--- config.mk ---
export PLATFORM = sky130hd
export DESIGN_NAME = sorted_priority_queue_top
export DESIGN_NICKNAME = d
export VERILOG_FILES = /design/src/rtl/spq_pkg.sv /design/src/rtl/sorted_priority_queue_top.sv /design/src/rtl/spq_cell.sv
export SDC_FILE = /design/constraint.sdc
export NUM_CORES = 1
export LEC_CHECK = 0
export BUFFER_PORTS_ARGS = -buffer_cell sky130_fd_sc_hd__buf_4
export CORE_MARGIN = 3
export CORE_UTILIZATION = 55
export DETAILED_ROUTE_END_ITERATION = 7
export PLACE_DENSITY_LB_ADDON = 0.25
export SLEW_MARGIN = 10
export SYNTH_ARGS = -nofsm -noshare
export SYNTH_HDL_FRONTEND = slang
export SYNTH_HIERARCHICAL = 1
export SYNTH_SLANG_ARGS = --single-unit
--- constraint.sdc ---
create_clock -name clk -period 8.18 [get_ports clk]
set_input_delay 1.227 -clock clk [delete_from_list [all_inputs] [get_ports clk]]
set_output_delay 1.227 -clock clk [all_outputs]
set_load 0.05 [all_outputs]
--- src/rtl/spq_pkg.sv ---
// ----------------------------------------------------------------------------
// Sorted priority queue package
// Shared key width, operation and status codes, and the control word that the
// top level broadcasts to every cell of the chain.
// ----------------------------------------------------------------------------
`default_nettype none

package spq_pkg;

    localparam int KEY_W    = 8;
    localparam int STATUS_W = 2;
    localparam int COUNT_W  = 5;

    // Requested operation.
    typedef enum logic
    {
        OP_ENQUEUE = 1'b0,
        OP_DEQUEUE = 1'b1
    } opcode_t;

    // Result status codes.
    typedef enum logic [STATUS_W-1:0]
    {
        ST_DONE       = 2'd0,
        ST_FULL_REJ   = 2'd1,
        ST_EMPTY_REJ  = 2'd2
    } status_t;

    // Control word broadcast to all cells for one operation.
    typedef struct packed
    {
        logic             enq;
        logic             deq;
        logic [KEY_W-1:0] new_key;
    } cell_ctrl_t;

endpackage : spq_pkg

`default_nettype wire

--- src/rtl/sorted_priority_queue_top.sv ---
// ----------------------------------------------------------------------------
// Sorted priority queue, top level
// Bounded queue of keys kept largest first in a chain of compare-and-shift
// cells.
// ----------------------------------------------------------------------------
// Usage:
// A command is transferred at a rising edge where start is high and busy is
// low; opcode selects insert (key_value) or removal of the head. busy is held
// low, so a command may be issued on every clock cycle.
// Each command yields exactly one result, shown for one cycle with done high,
// on the cycle after the command transfer, at one command per cycle. Every
// cell compares its key with the new key and shifts in parallel, so neither
// when the result appears nor the command rate depends on CAPACITY.
// status reports success, insert rejected when full or removal rejected when
// empty; served_key carries the removed head key, else zero. entry_count,
// now_empty and now_full give the fill state after the command; entry_count
// holds the low five bits of the count.
// Reset empties the queue at once and clears done. The receiver cannot stall:
// a result is gone after its cycle.
// ----------------------------------------------------------------------------
`default_nettype none

module sorted_priority_queue_top
#(
    parameter int CAPACITY = 16
)
(
    input  wire                           clk,
    input  wire                           rst_n,
    input  wire                           start,
    output logic                          busy,
    input  wire                           opcode,
    input  wire [spq_pkg::KEY_W-1:0]      key_value,
    output logic                          done,
    output logic [spq_pkg::STATUS_W-1:0]  status,
    output logic [spq_pkg::KEY_W-1:0]     served_key,
    output logic [spq_pkg::COUNT_W-1:0]   entry_count,
    output logic                          now_empty,
    output logic                          now_full
);

    localparam int CNT_W = $clog2(CAPACITY + 1);

    logic [CNT_W-1:0]              count_reg;
    logic [CNT_W-1:0]              count_next;
    logic                          done_reg;
    spq_pkg::status_t              status_reg;
    spq_pkg::status_t              status_next;
    logic [spq_pkg::KEY_W-1:0]     served_reg;
    logic [spq_pkg::KEY_W-1:0]     served_next;

    logic                          accept;
    logic                          is_full;
    logic                          is_empty;
    spq_pkg::cell_ctrl_t           ctrl;

    logic [CAPACITY-1:0]           cell_lt;
    logic [CAPACITY-1:0]           cell_occ;
    logic [spq_pkg::KEY_W-1:0]     cell_key [CAPACITY];
    logic [CNT_W+spq_pkg::COUNT_W-1:0] count_wide;

    // Commands are taken on every cycle.
    assign busy     = 1'b0;
    assign accept   = start && !busy;
    assign is_full  = (count_reg == CNT_W'(CAPACITY));
    assign is_empty = (count_reg == '0);

    // Broadcast control for the cells; rejected commands leave them alone.
    always_comb
    begin
        ctrl.enq     = accept && (opcode == spq_pkg::OP_ENQUEUE) && !is_full;
        ctrl.deq     = accept && (opcode == spq_pkg::OP_DEQUEUE) && !is_empty;
        ctrl.new_key = key_value;
    end

    // Chain of cells; occupancy follows from the count.
    for (genvar i = 0; i < CAPACITY; i++)
    begin : g_cell
        assign cell_occ[i] = (CNT_W'(i) < count_reg);

        if (i == 0)
        begin : g_head
            spq_cell u_cell
            (
                .clk       (clk),
                .ctrl      (ctrl),
                .occupied  (cell_occ[i]),
                .left_lt   (1'b0),
                .left_key  ('0),
                .right_key (cell_key[i+1]),
                .lt        (cell_lt[i]),
                .key       (cell_key[i])
            );
        end
        else if (i == CAPACITY - 1)
        begin : g_tail
            spq_cell u_cell
            (
                .clk       (clk),
                .ctrl      (ctrl),
                .occupied  (cell_occ[i]),
                .left_lt   (cell_lt[i-1]),
                .left_key  (cell_key[i-1]),
                .right_key (cell_key[i]),
                .lt        (cell_lt[i]),
                .key       (cell_key[i])
            );
        end
        else
        begin : g_mid
            spq_cell u_cell
            (
                .clk       (clk),
                .ctrl      (ctrl),
                .occupied  (cell_occ[i]),
                .left_lt   (cell_lt[i-1]),
                .left_key  (cell_key[i-1]),
                .right_key (cell_key[i+1]),
                .lt        (cell_lt[i]),
                .key       (cell_key[i])
            );
        end
    end

    // Result and count for the command being transferred.
    always_comb
    begin
        count_next  = count_reg;
        status_next = spq_pkg::ST_DONE;
        served_next = '0;
        if (opcode == spq_pkg::OP_ENQUEUE)
        begin
            if (is_full)
            begin
                status_next = spq_pkg::ST_FULL_REJ;
            end
            else
            begin
                count_next = count_reg + CNT_W'(1);
            end
        end
        else
        begin
            if (is_empty)
            begin
                status_next = spq_pkg::ST_EMPTY_REJ;
            end
            else
            begin
                count_next  = count_reg - CNT_W'(1);
                served_next = cell_key[0];
            end
        end
    end

    // Count, strobe and result registers.
    always_ff @(posedge clk or negedge rst_n)
    begin
        if (!rst_n)
        begin
            count_reg  <= '0;
            done_reg   <= 1'b0;
            status_reg <= spq_pkg::ST_DONE;
            served_reg <= '0;
        end
        else
        begin
            done_reg <= accept;
            if (accept)
            begin
                count_reg  <= count_next;
                status_reg <= status_next;
                served_reg <= served_next;
            end
        end
    end

    // Result ports.
    assign count_wide  = {{spq_pkg::COUNT_W{1'b0}}, count_reg};
    assign done        = done_reg;
    assign status      = status_reg;
    assign served_key  = served_reg;
    assign entry_count = count_wide[spq_pkg::COUNT_W-1:0];
    assign now_empty   = is_empty;
    assign now_full    = is_full;

    // Every transferred command gives a result on the next cycle.
    a_result_follows: assert property (@(posedge clk) disable iff (!rst_n)
        accept |=> done)
        else $error("command transfer gave no result");

    // The count never goes beyond the capacity.
    a_count_bound: assert property (@(posedge clk) disable iff (!rst_n)
        count_reg <= CNT_W'(CAPACITY))
        else $error("count above capacity");

    // The two front keys stay in descending order.
    a_head_order: assert property (@(posedge clk) disable iff (!rst_n)
        (count_reg >= CNT_W'(2)) |-> (cell_key[0] >= cell_key[1]))
        else $error("head keys out of order");

    // A removal from an empty queue is rejected and leaves it empty.
    a_empty_reject: assert property (@(posedge clk) disable iff (!rst_n)
        (accept && opcode == spq_pkg::OP_DEQUEUE && is_empty)
            |=> (status_reg == spq_pkg::ST_EMPTY_REJ && is_empty))
        else $error("empty removal not rejected");

endmodule : sorted_priority_queue_top

`default_nettype wire

--- src/rtl/spq_cell.sv ---
// ----------------------------------------------------------------------------
// Sorted priority queue cell
// Holds one key of the descending chain. On an insert it keeps its key, takes
// the new key or takes its left neighbour's key; on a removal it takes its
// right neighbour's key.
// ----------------------------------------------------------------------------
`default_nettype none

module spq_cell
(
    input  wire                      clk,
    input  wire spq_pkg::cell_ctrl_t ctrl,
    input  wire                      occupied,
    input  wire                      left_lt,
    input  wire [spq_pkg::KEY_W-1:0] left_key,
    input  wire [spq_pkg::KEY_W-1:0] right_key,
    output logic                     lt,
    output logic [spq_pkg::KEY_W-1:0] key
);

    logic [spq_pkg::KEY_W-1:0] key_reg;
    logic [spq_pkg::KEY_W-1:0] key_next;

    // An empty slot counts as smaller than any new key, so the first such
    // cell in the chain is where the new key lands.
    assign lt  = !occupied || (key_reg < ctrl.new_key);
    assign key = key_reg;

    // Next key: shift back, take the new key, shift forward or hold.
    always_comb
    begin
        key_next = key_reg;
        if (ctrl.enq && lt)
        begin
            key_next = left_lt ? left_key : ctrl.new_key;
        end
        else if (ctrl.deq)
        begin
            key_next = right_key;
        end
    end

    // Key storage needs no reset: a slot is read only once it is occupied.
    always_ff @(posedge clk)
    begin
        key_reg <= key_next;
    end

endmodule : spq_cell

`default_nettype wire
Word level (Yosys, flattened, before mapping) --
Cells that the tools add are included.
Word-level totals: register bits after elaboration 144, input bits 12, logic and storage cells 182
Operators by class: add/subtract/negate cells 2, magnitude comparators 32, equal/unequal tests 3, muxes and demuxes 53, bitwise gates (word level) 1, reduce and logical (&&, ||, !) cells 71
Operators by type and width (count):
- $mux 8 | 47
- $lt 8x8->1 | 16
- $lt 4x5->1 const A | 8
- $reduce_bool 2->1 | 15
- $logic_and 1x1->1 | 20
- $lt 3x5->1 const A | 4
- $logic_not 1->1 | 18
- $logic_or 1x1->1 | 16
- $mux 5 | 3
- $lt 1x5->1 const A | 2
- $lt 2x5->1 const A | 2
- $add 5x1->5 const B | 1
- $eq 5x5->1 const B | 1
- $logic_not 5->1 | 1
- $sub 5x1->5 const B | 1
- $mux 2 | 2
- $ne 2x2->1 const B | 2
- $reduce_and 3->1 | 1
- $mux 1 | 1
- $not 1->1 | 1

Logic depth before layout (Yosys ltp) --
Gate-level depths: netlist of the first run.
word-level depth 5, mapped depth 11

Modules after synthesis --
The synthesis of the first run kept the hierarchy.
Modules (own cells, without submodules):
- spq_cell | times used 16, cells each 62, area each 633.1 sq um, sequential area each 240.2 sq um
- sorted_priority_queue_top | times used 1, cells each 96, area each 958.4 sq um, sequential area each 400.4 sq um

Worst setup path after synthesis of the first run --
No wires, ideal clock.
kind reg2reg, from reg count_reg[1] (netlist: entry_count[1]), to reg g_cell[0].g_head.u_cell.key_reg (netlist bit g_cell[0].g_head.u_cell/key[0]) (enable), arrival time 7.149 ns, required time 7.852 ns, slack 0.703 ns, cell stages (with the launch flop) 11, period minus slack after synthesis 7.477 ns, cells stage by stage dfrtp_1 > clkbuf_8 > inv_1 > ha_1 > inv_1 > nor4_1 > nor3_1 > nand3b_1 > o22ai_1 > a31oi_4 > or2b_1
RTL lines:
- start: declaration | RTL line sorted_priority_queue_top.sv:44 | logic [CNT_W-1:0] count_reg;
- start signal: assignment | RTL line sorted_priority_queue_top.sv:171 | count_reg <= count_next;
- end signal: assignment | RTL line spq_cell.sv:46 | key_reg <= key_next;
- end: declaration | RTL line spq_cell.sv:21 | logic [spq_pkg::KEY_W-1:0] key_reg;

Final worst setup path of the first run --
from reg count_reg[1] (netlist: entry_count[1]), to out now_full
Between the ends: word-level cells in the longest chain between the ends 1
RTL lines:
- $eq 5x5->1 | RTL line sorted_priority_queue_top.sv:65 | assign is_full = (count_reg == CNT_W'(CAPACITY));
- end: declaration | RTL line sorted_priority_queue_top.sv:39 | output logic now_full
No other way between the ends.

==> flow_summary.ini, run 1 <==
[run_status]
status = finished, final reports clean

[critical_path]
critical-path-max-stage-delay_ps = 690
cp-start-kind = register
path_class = register to output pin
cp-end-kind = output pin
r2r-end = g_cell[10].g_mid.u_cell/key[6]
slowest_stage = nor4_1
rrSetupSlack_ps = 4670
cp_top_family = simple AND/OR/NAND/NOR gates
r2r-start = entry_count[1]
path_max_fanout = 13
crit_path_frequent_cell = inv_1
critPathBufInv = 3
cp_data_required_time_ps = 6950
ff2ff_path_depth = 10
arrival_ps = 2480
path_cells = inv_1, ha_1, inv_1, nor4_1, buf_4

[grt]
grt_max_degree = 33
grt_usage = 0.237
grt-ovfl-total = 0
grt_first_pass_wirelength_um = 41200
grt_pass1_vias = 7950
antenna_found_initial = 0

[clock_tree]
cts.clk_slew.worst_paths_ps = 60
cts-buffers-inserted = 17
postCtsSetupRepairBufs = 0
tritoncts = done
clk_latency_ps = 420
htreeDepth = 4
cts_resized = 0
clock_sinks = 144
cts_root_buf = clkbuf_16
holdBufCountCts = 0
clk_path_buf_depth = 2

[sta]
fin_setup_tns_ps = 0
setup_viol = 0
hold_violations = 0
layout_min_cycle_time_ps = 3710
fin_ws_ps = 4470
clock.fmax_mhz = 270
tightest_slew_ps = 751
maxSlewViolCount = 0
grt_setup_unrepaired = no
fin_skew_ps = 7.93
slew_headroom = 0.495
period_share = 0.453

[floorplan]
start_util = 0.564
die_w_um = 148
dieArea_um2 = 21900
boundaryPins = 31
rows = 51
core_area_um2 = 19700
die_h_um = 148

[finish]
final_common_cell = o21ai_0
n_antenna_cell = 0
final_layout_size_suffix_gt1_frac = 0.210
syn_to_final_growth_pct = 9.93
layout.cells.most_common_list = o21ai_0 (152), mux2_2 (144), nand2_1 (138)
nNetsFinal = 1255
largest_register_ffs = 112

[worst_hold_path]
min_path_cells = 1
hold_end = served_key[3]
min-delay-start = served_key[3]
hold_path.class = register to register

[place]
place_hpwl_um = 19000
place.gp.congestion = 0.851
post-place-ws_ps = 4390
port_buffers = 29

[power_and_ir_drop]
p_per_area_nw_per_um2 = 434
ir_drop_uv = 203
p_leak_uw = 0.00523

[route]
postRouteAntennaNets = 0
wirelength_um = 25500
wl_per_cell_um = 18.2
vias_per_cell = 5.76
firstDrtPassIters = 5
first_iter_violations = 501
vias = 8098
drcViolationCount = 0

[logic_synthesis]
avgSynthCellArea_um2 = 10.2
netlist_instances = 1086
synth_area_um2 = 11100
yosysWarningCount = 6

[run]
max-cap-violations = 0
==> final cells by class <==
type	instances	area, µm²
Fill cell	1632	7470
Multi-Input combinational cell	796	6250
Sequential cell	144	4240
Inverter	136	510
Clock buffer	21	440
Tap cell	265	332
Timing Repair Buffer	32	240
Clock inverter	11	164
==> worst max-delay path by stage <==
stage,endpoint,slack [ps],start,cells after the start
2_1_floorplan,g_cell[0].g_head.u_cell/key[0],700,entry_count[1],10
3_3_place_gp,g_cell[6].g_mid.u_cell/key[0],4410,key_value[5],10
3_5_place_dp,g_cell[6].g_mid.u_cell/key[0],4390,key_value[5],10
4_1_cts,now_full,4500,entry_count[1],5
5_1_grt,now_full,4310,entry_count[1],5
6_report,now_full,4470,entry_count[1],5
==> worst register-to-register path: stages (launching register included) <==
cell      delay, ps
dfrtp_1         520
inv_1           180
ha_1            240
inv_1           120
nor4_1          690
nor3_2           90
buf_4           320
nand3b_1        200
o22ai_1         130
a31oi_4         340
or2b_1          410
==> where the power goes <==
part / total, µW / switching, µW / internal [µW]
combinational: 2670 / 1470 / 1200
clock: 812 / 304 / 508
sequential: 1800 / 386 / 1420
==> stage by stage <==
step	hold slack [ps]	instances	power, µW	utilization	instance area (µm²)
6_report	510	1405	5280	0.620	12200
5_1_grt	538	1405	5700	0.620	12200
4_1_cts	514	1405	5280	0.620	12200
3_5_place_dp	501	1373	4450	0.589	11600
3_3_place_gp	495	1373	4360	0.589	11600
2_1_floorplan	476	1100	3810	-	11100
==> metal layers <==
layer | global-route usage | part of all wire
met2 | 0.379 | 0.46
met5 | 0 | 0
met3 | 0.0402 | 0.049
met4 | 0.0831 | 0.021
met1 | 0.328 | 0.47
Note: power is estimated with default switching activity, not from simulation.
==> run 2: changes to the inputs <==
==> constraint.sdc (replaced) <==
create_clock -name clk -period 3.4 [get_ports clk]
set_input_delay 0.51 -clock clk [delete_from_list [all_inputs] [get_ports clk]]
set_output_delay 0.51 -clock clk [all_outputs]
set_load 0.05 [all_outputs]
==> run 2 against run 1 <==
  * Design area grew 2.6%
  * Sequential power grew 140%
  * Count of clock-buffer cells in the layout is the same
  * Worst hold slack lost 250 ps
  * Via count grew 2.3%
  * Sequential share of layout area shrank 0.86 points
  * Combinational power grew to 2.6 times the previous value
  * Non-clock buffer count grew 19
  * Cell count grew 1.2%
  * Global-route usage grew 1.2 points
  * Die area is the same
  * Flip-flop and latch count is the same
  * Critical path type is now register to register
  * Critical endpoint is now g_cell[8].g_mid.u_cell/key[5]
==> flow_summary.ini, run 2 (same netlist as run 1, synthesis figures left out) <==
[sta]
setup_viol = 0
slew_headroom = 0.617
tightest_slew_ps = 575
fin_skew_ps = 6.83
holdWs_ps = 262
grt_setup_unrepaired = no
period_share = 0.829
clock.fmax_mhz = 355
maxSlewViolCount = 0
layout_min_cycle_time_ps = 2820
hold_violations = 0

[finish]
syn_to_final_growth_pct = 12.8
final_layout_size_suffix_gt1_frac = 0.252
n_antenna_cell = 0
final_common_cell = o21ai_0
largest_register_ffs = 112
layout.cells.most_common_list = o21ai_0 (152), mux2_2 (144), nand2_1 (138)
final_area_um2 = 12500
multiInputGateArea_um2 = 6440
seqCellArea_um2 = 4250
nNetsFinal = 1274
n_fill_cell = 1617

[power_and_ir_drop]
ir_drop_uv = 464
p_leak_uw = 0.00534
p_per_area_nw_per_um2 = 1050

[place]
place.gp.congestion = 0.840
port_buffers = 29
place_area_um2 = 11900
place_hpwl_um = 20000

[floorplan]
rows = 51
start_util = 0.564
boundaryPins = 31
core_area_um2 = 19700
die_w_um = 148
die_h_um = 148
dieArea_um2 = 21900

[clock_tree]
clk_path_buf_depth = 2
cts_resized = 0
clock_sinks = 144
clk_latency_ps = 420
cts_root_buf = clkbuf_16
cts-buffers-inserted = 17
cts.clk_slew.worst_paths_ps = 60
htreeDepth = 4
tritoncts = done

[critical_path]
rrSetupSlack_ps = 580
path_class = register to register
critPathLaunch = entry_count[0]
cp_data_required_time_ps = 3570
cp-end-kind = register
arrival_ps = 2990
r2r-end = g_cell[8].g_mid.u_cell/key[5]
path_max_fanout = 48
ff2ff_path_depth = 10
r2r-start = entry_count[0]
cp-start-kind = register

[route]
vias = 8284
vias_per_cell = 5.83
wl_per_cell_um = 18.9
drcViolationCount = 0
firstDrtPassIters = 5
wirelength_um = 26800
postRouteAntennaNets = 0
first_iter_violations = 520

[grt]
antenna_found_initial = 0
grt-ovfl-total = 0
grt_max_degree = 49
grt_pass1_vias = 8321
grt_usage = 0.249
grt_first_pass_wirelength_um = 43500

[run_status]
status = finished, final reports clean

[run]
max-cap-violations = 0

[worst_hold_path]
hold_end = done
min_path_cells = 1
hold_path.class = input pin to register
min-delay-start = start
==> run 2: area by class of cell <==
type | instances | share of cell area
clock buffer | 21 | 0.0352
clock inverter | 9 | 0.00941
inverter | 136 | 0.0415
multi-input combinational | 796 | 0.516
sequential | 144 | 0.340
tap | 265 | 0.0265
timing repair buffer | 51 | 0.0318
==> run 2: critical path, cell delays in order, from the launching register on <==
cell and delay [ps]:
dfrtp_2 520, inv_1 150, ha_4 170, inv_4 50, nor4_4 320, nor3_4 90, buf_12 220, nand3b_1 150
o22ai_2 80, a31oi_4 380, mux2_2 390
==> run 2: layer usage <==
metal | GRT usage | wire [µm] | vias to the layer above
li1 | - | - | 4059
met1 | 0.330 | 12000 | 3984
met2 | 0.426 | 13100 | 193
met3 | 0.0408 | 1230 | 48
met4 | 0.0730 | 510 | 0
met5 | 0 | 0 | -
==> run 2: metrics by stage <==
stage	worst slack, ps	TNS [ps]	utilization	power (µW)	cells
after global placement	562	0	0.607	11000	1391
after global routing	467	0	0.636	14100	1422
after floorplan	-550	-134360	-	9350	1100
final	580	0	0.636	13100	1422
after detailed placement	510	0	0.607	11300	1391
after CTS	580	0	0.636	13100	1422
==> run 2: what timing repair did <==
action,in CTS,in global routing
hold endpoints to repair,16,0
hold buffers,1,0
setup buffers,0,0
==> run 2: how the worst max path moves through the flow <==
stage                                     endpoint  slack, ps  cells past startpoint
finish               g_cell[8].g_mid.u_cell/key[5]        580                     10
detailed placement   g_cell[9].g_mid.u_cell/key[0]        510                     10
global route         g_cell[8].g_mid.u_cell/key[0]        470                     10
floorplan           g_cell[0].g_head.u_cell/key[0]       -550                     10
global placement     g_cell[9].g_mid.u_cell/key[0]        560                     10
CTS                  g_cell[8].g_mid.u_cell/key[5]        580                     10
==> run 2: power breakdown <==
group          switching [µW]  internal, µW
Combinational            3750          3210
Clock                     707          1130
Sequential                938          3400
Total                    5390          7750
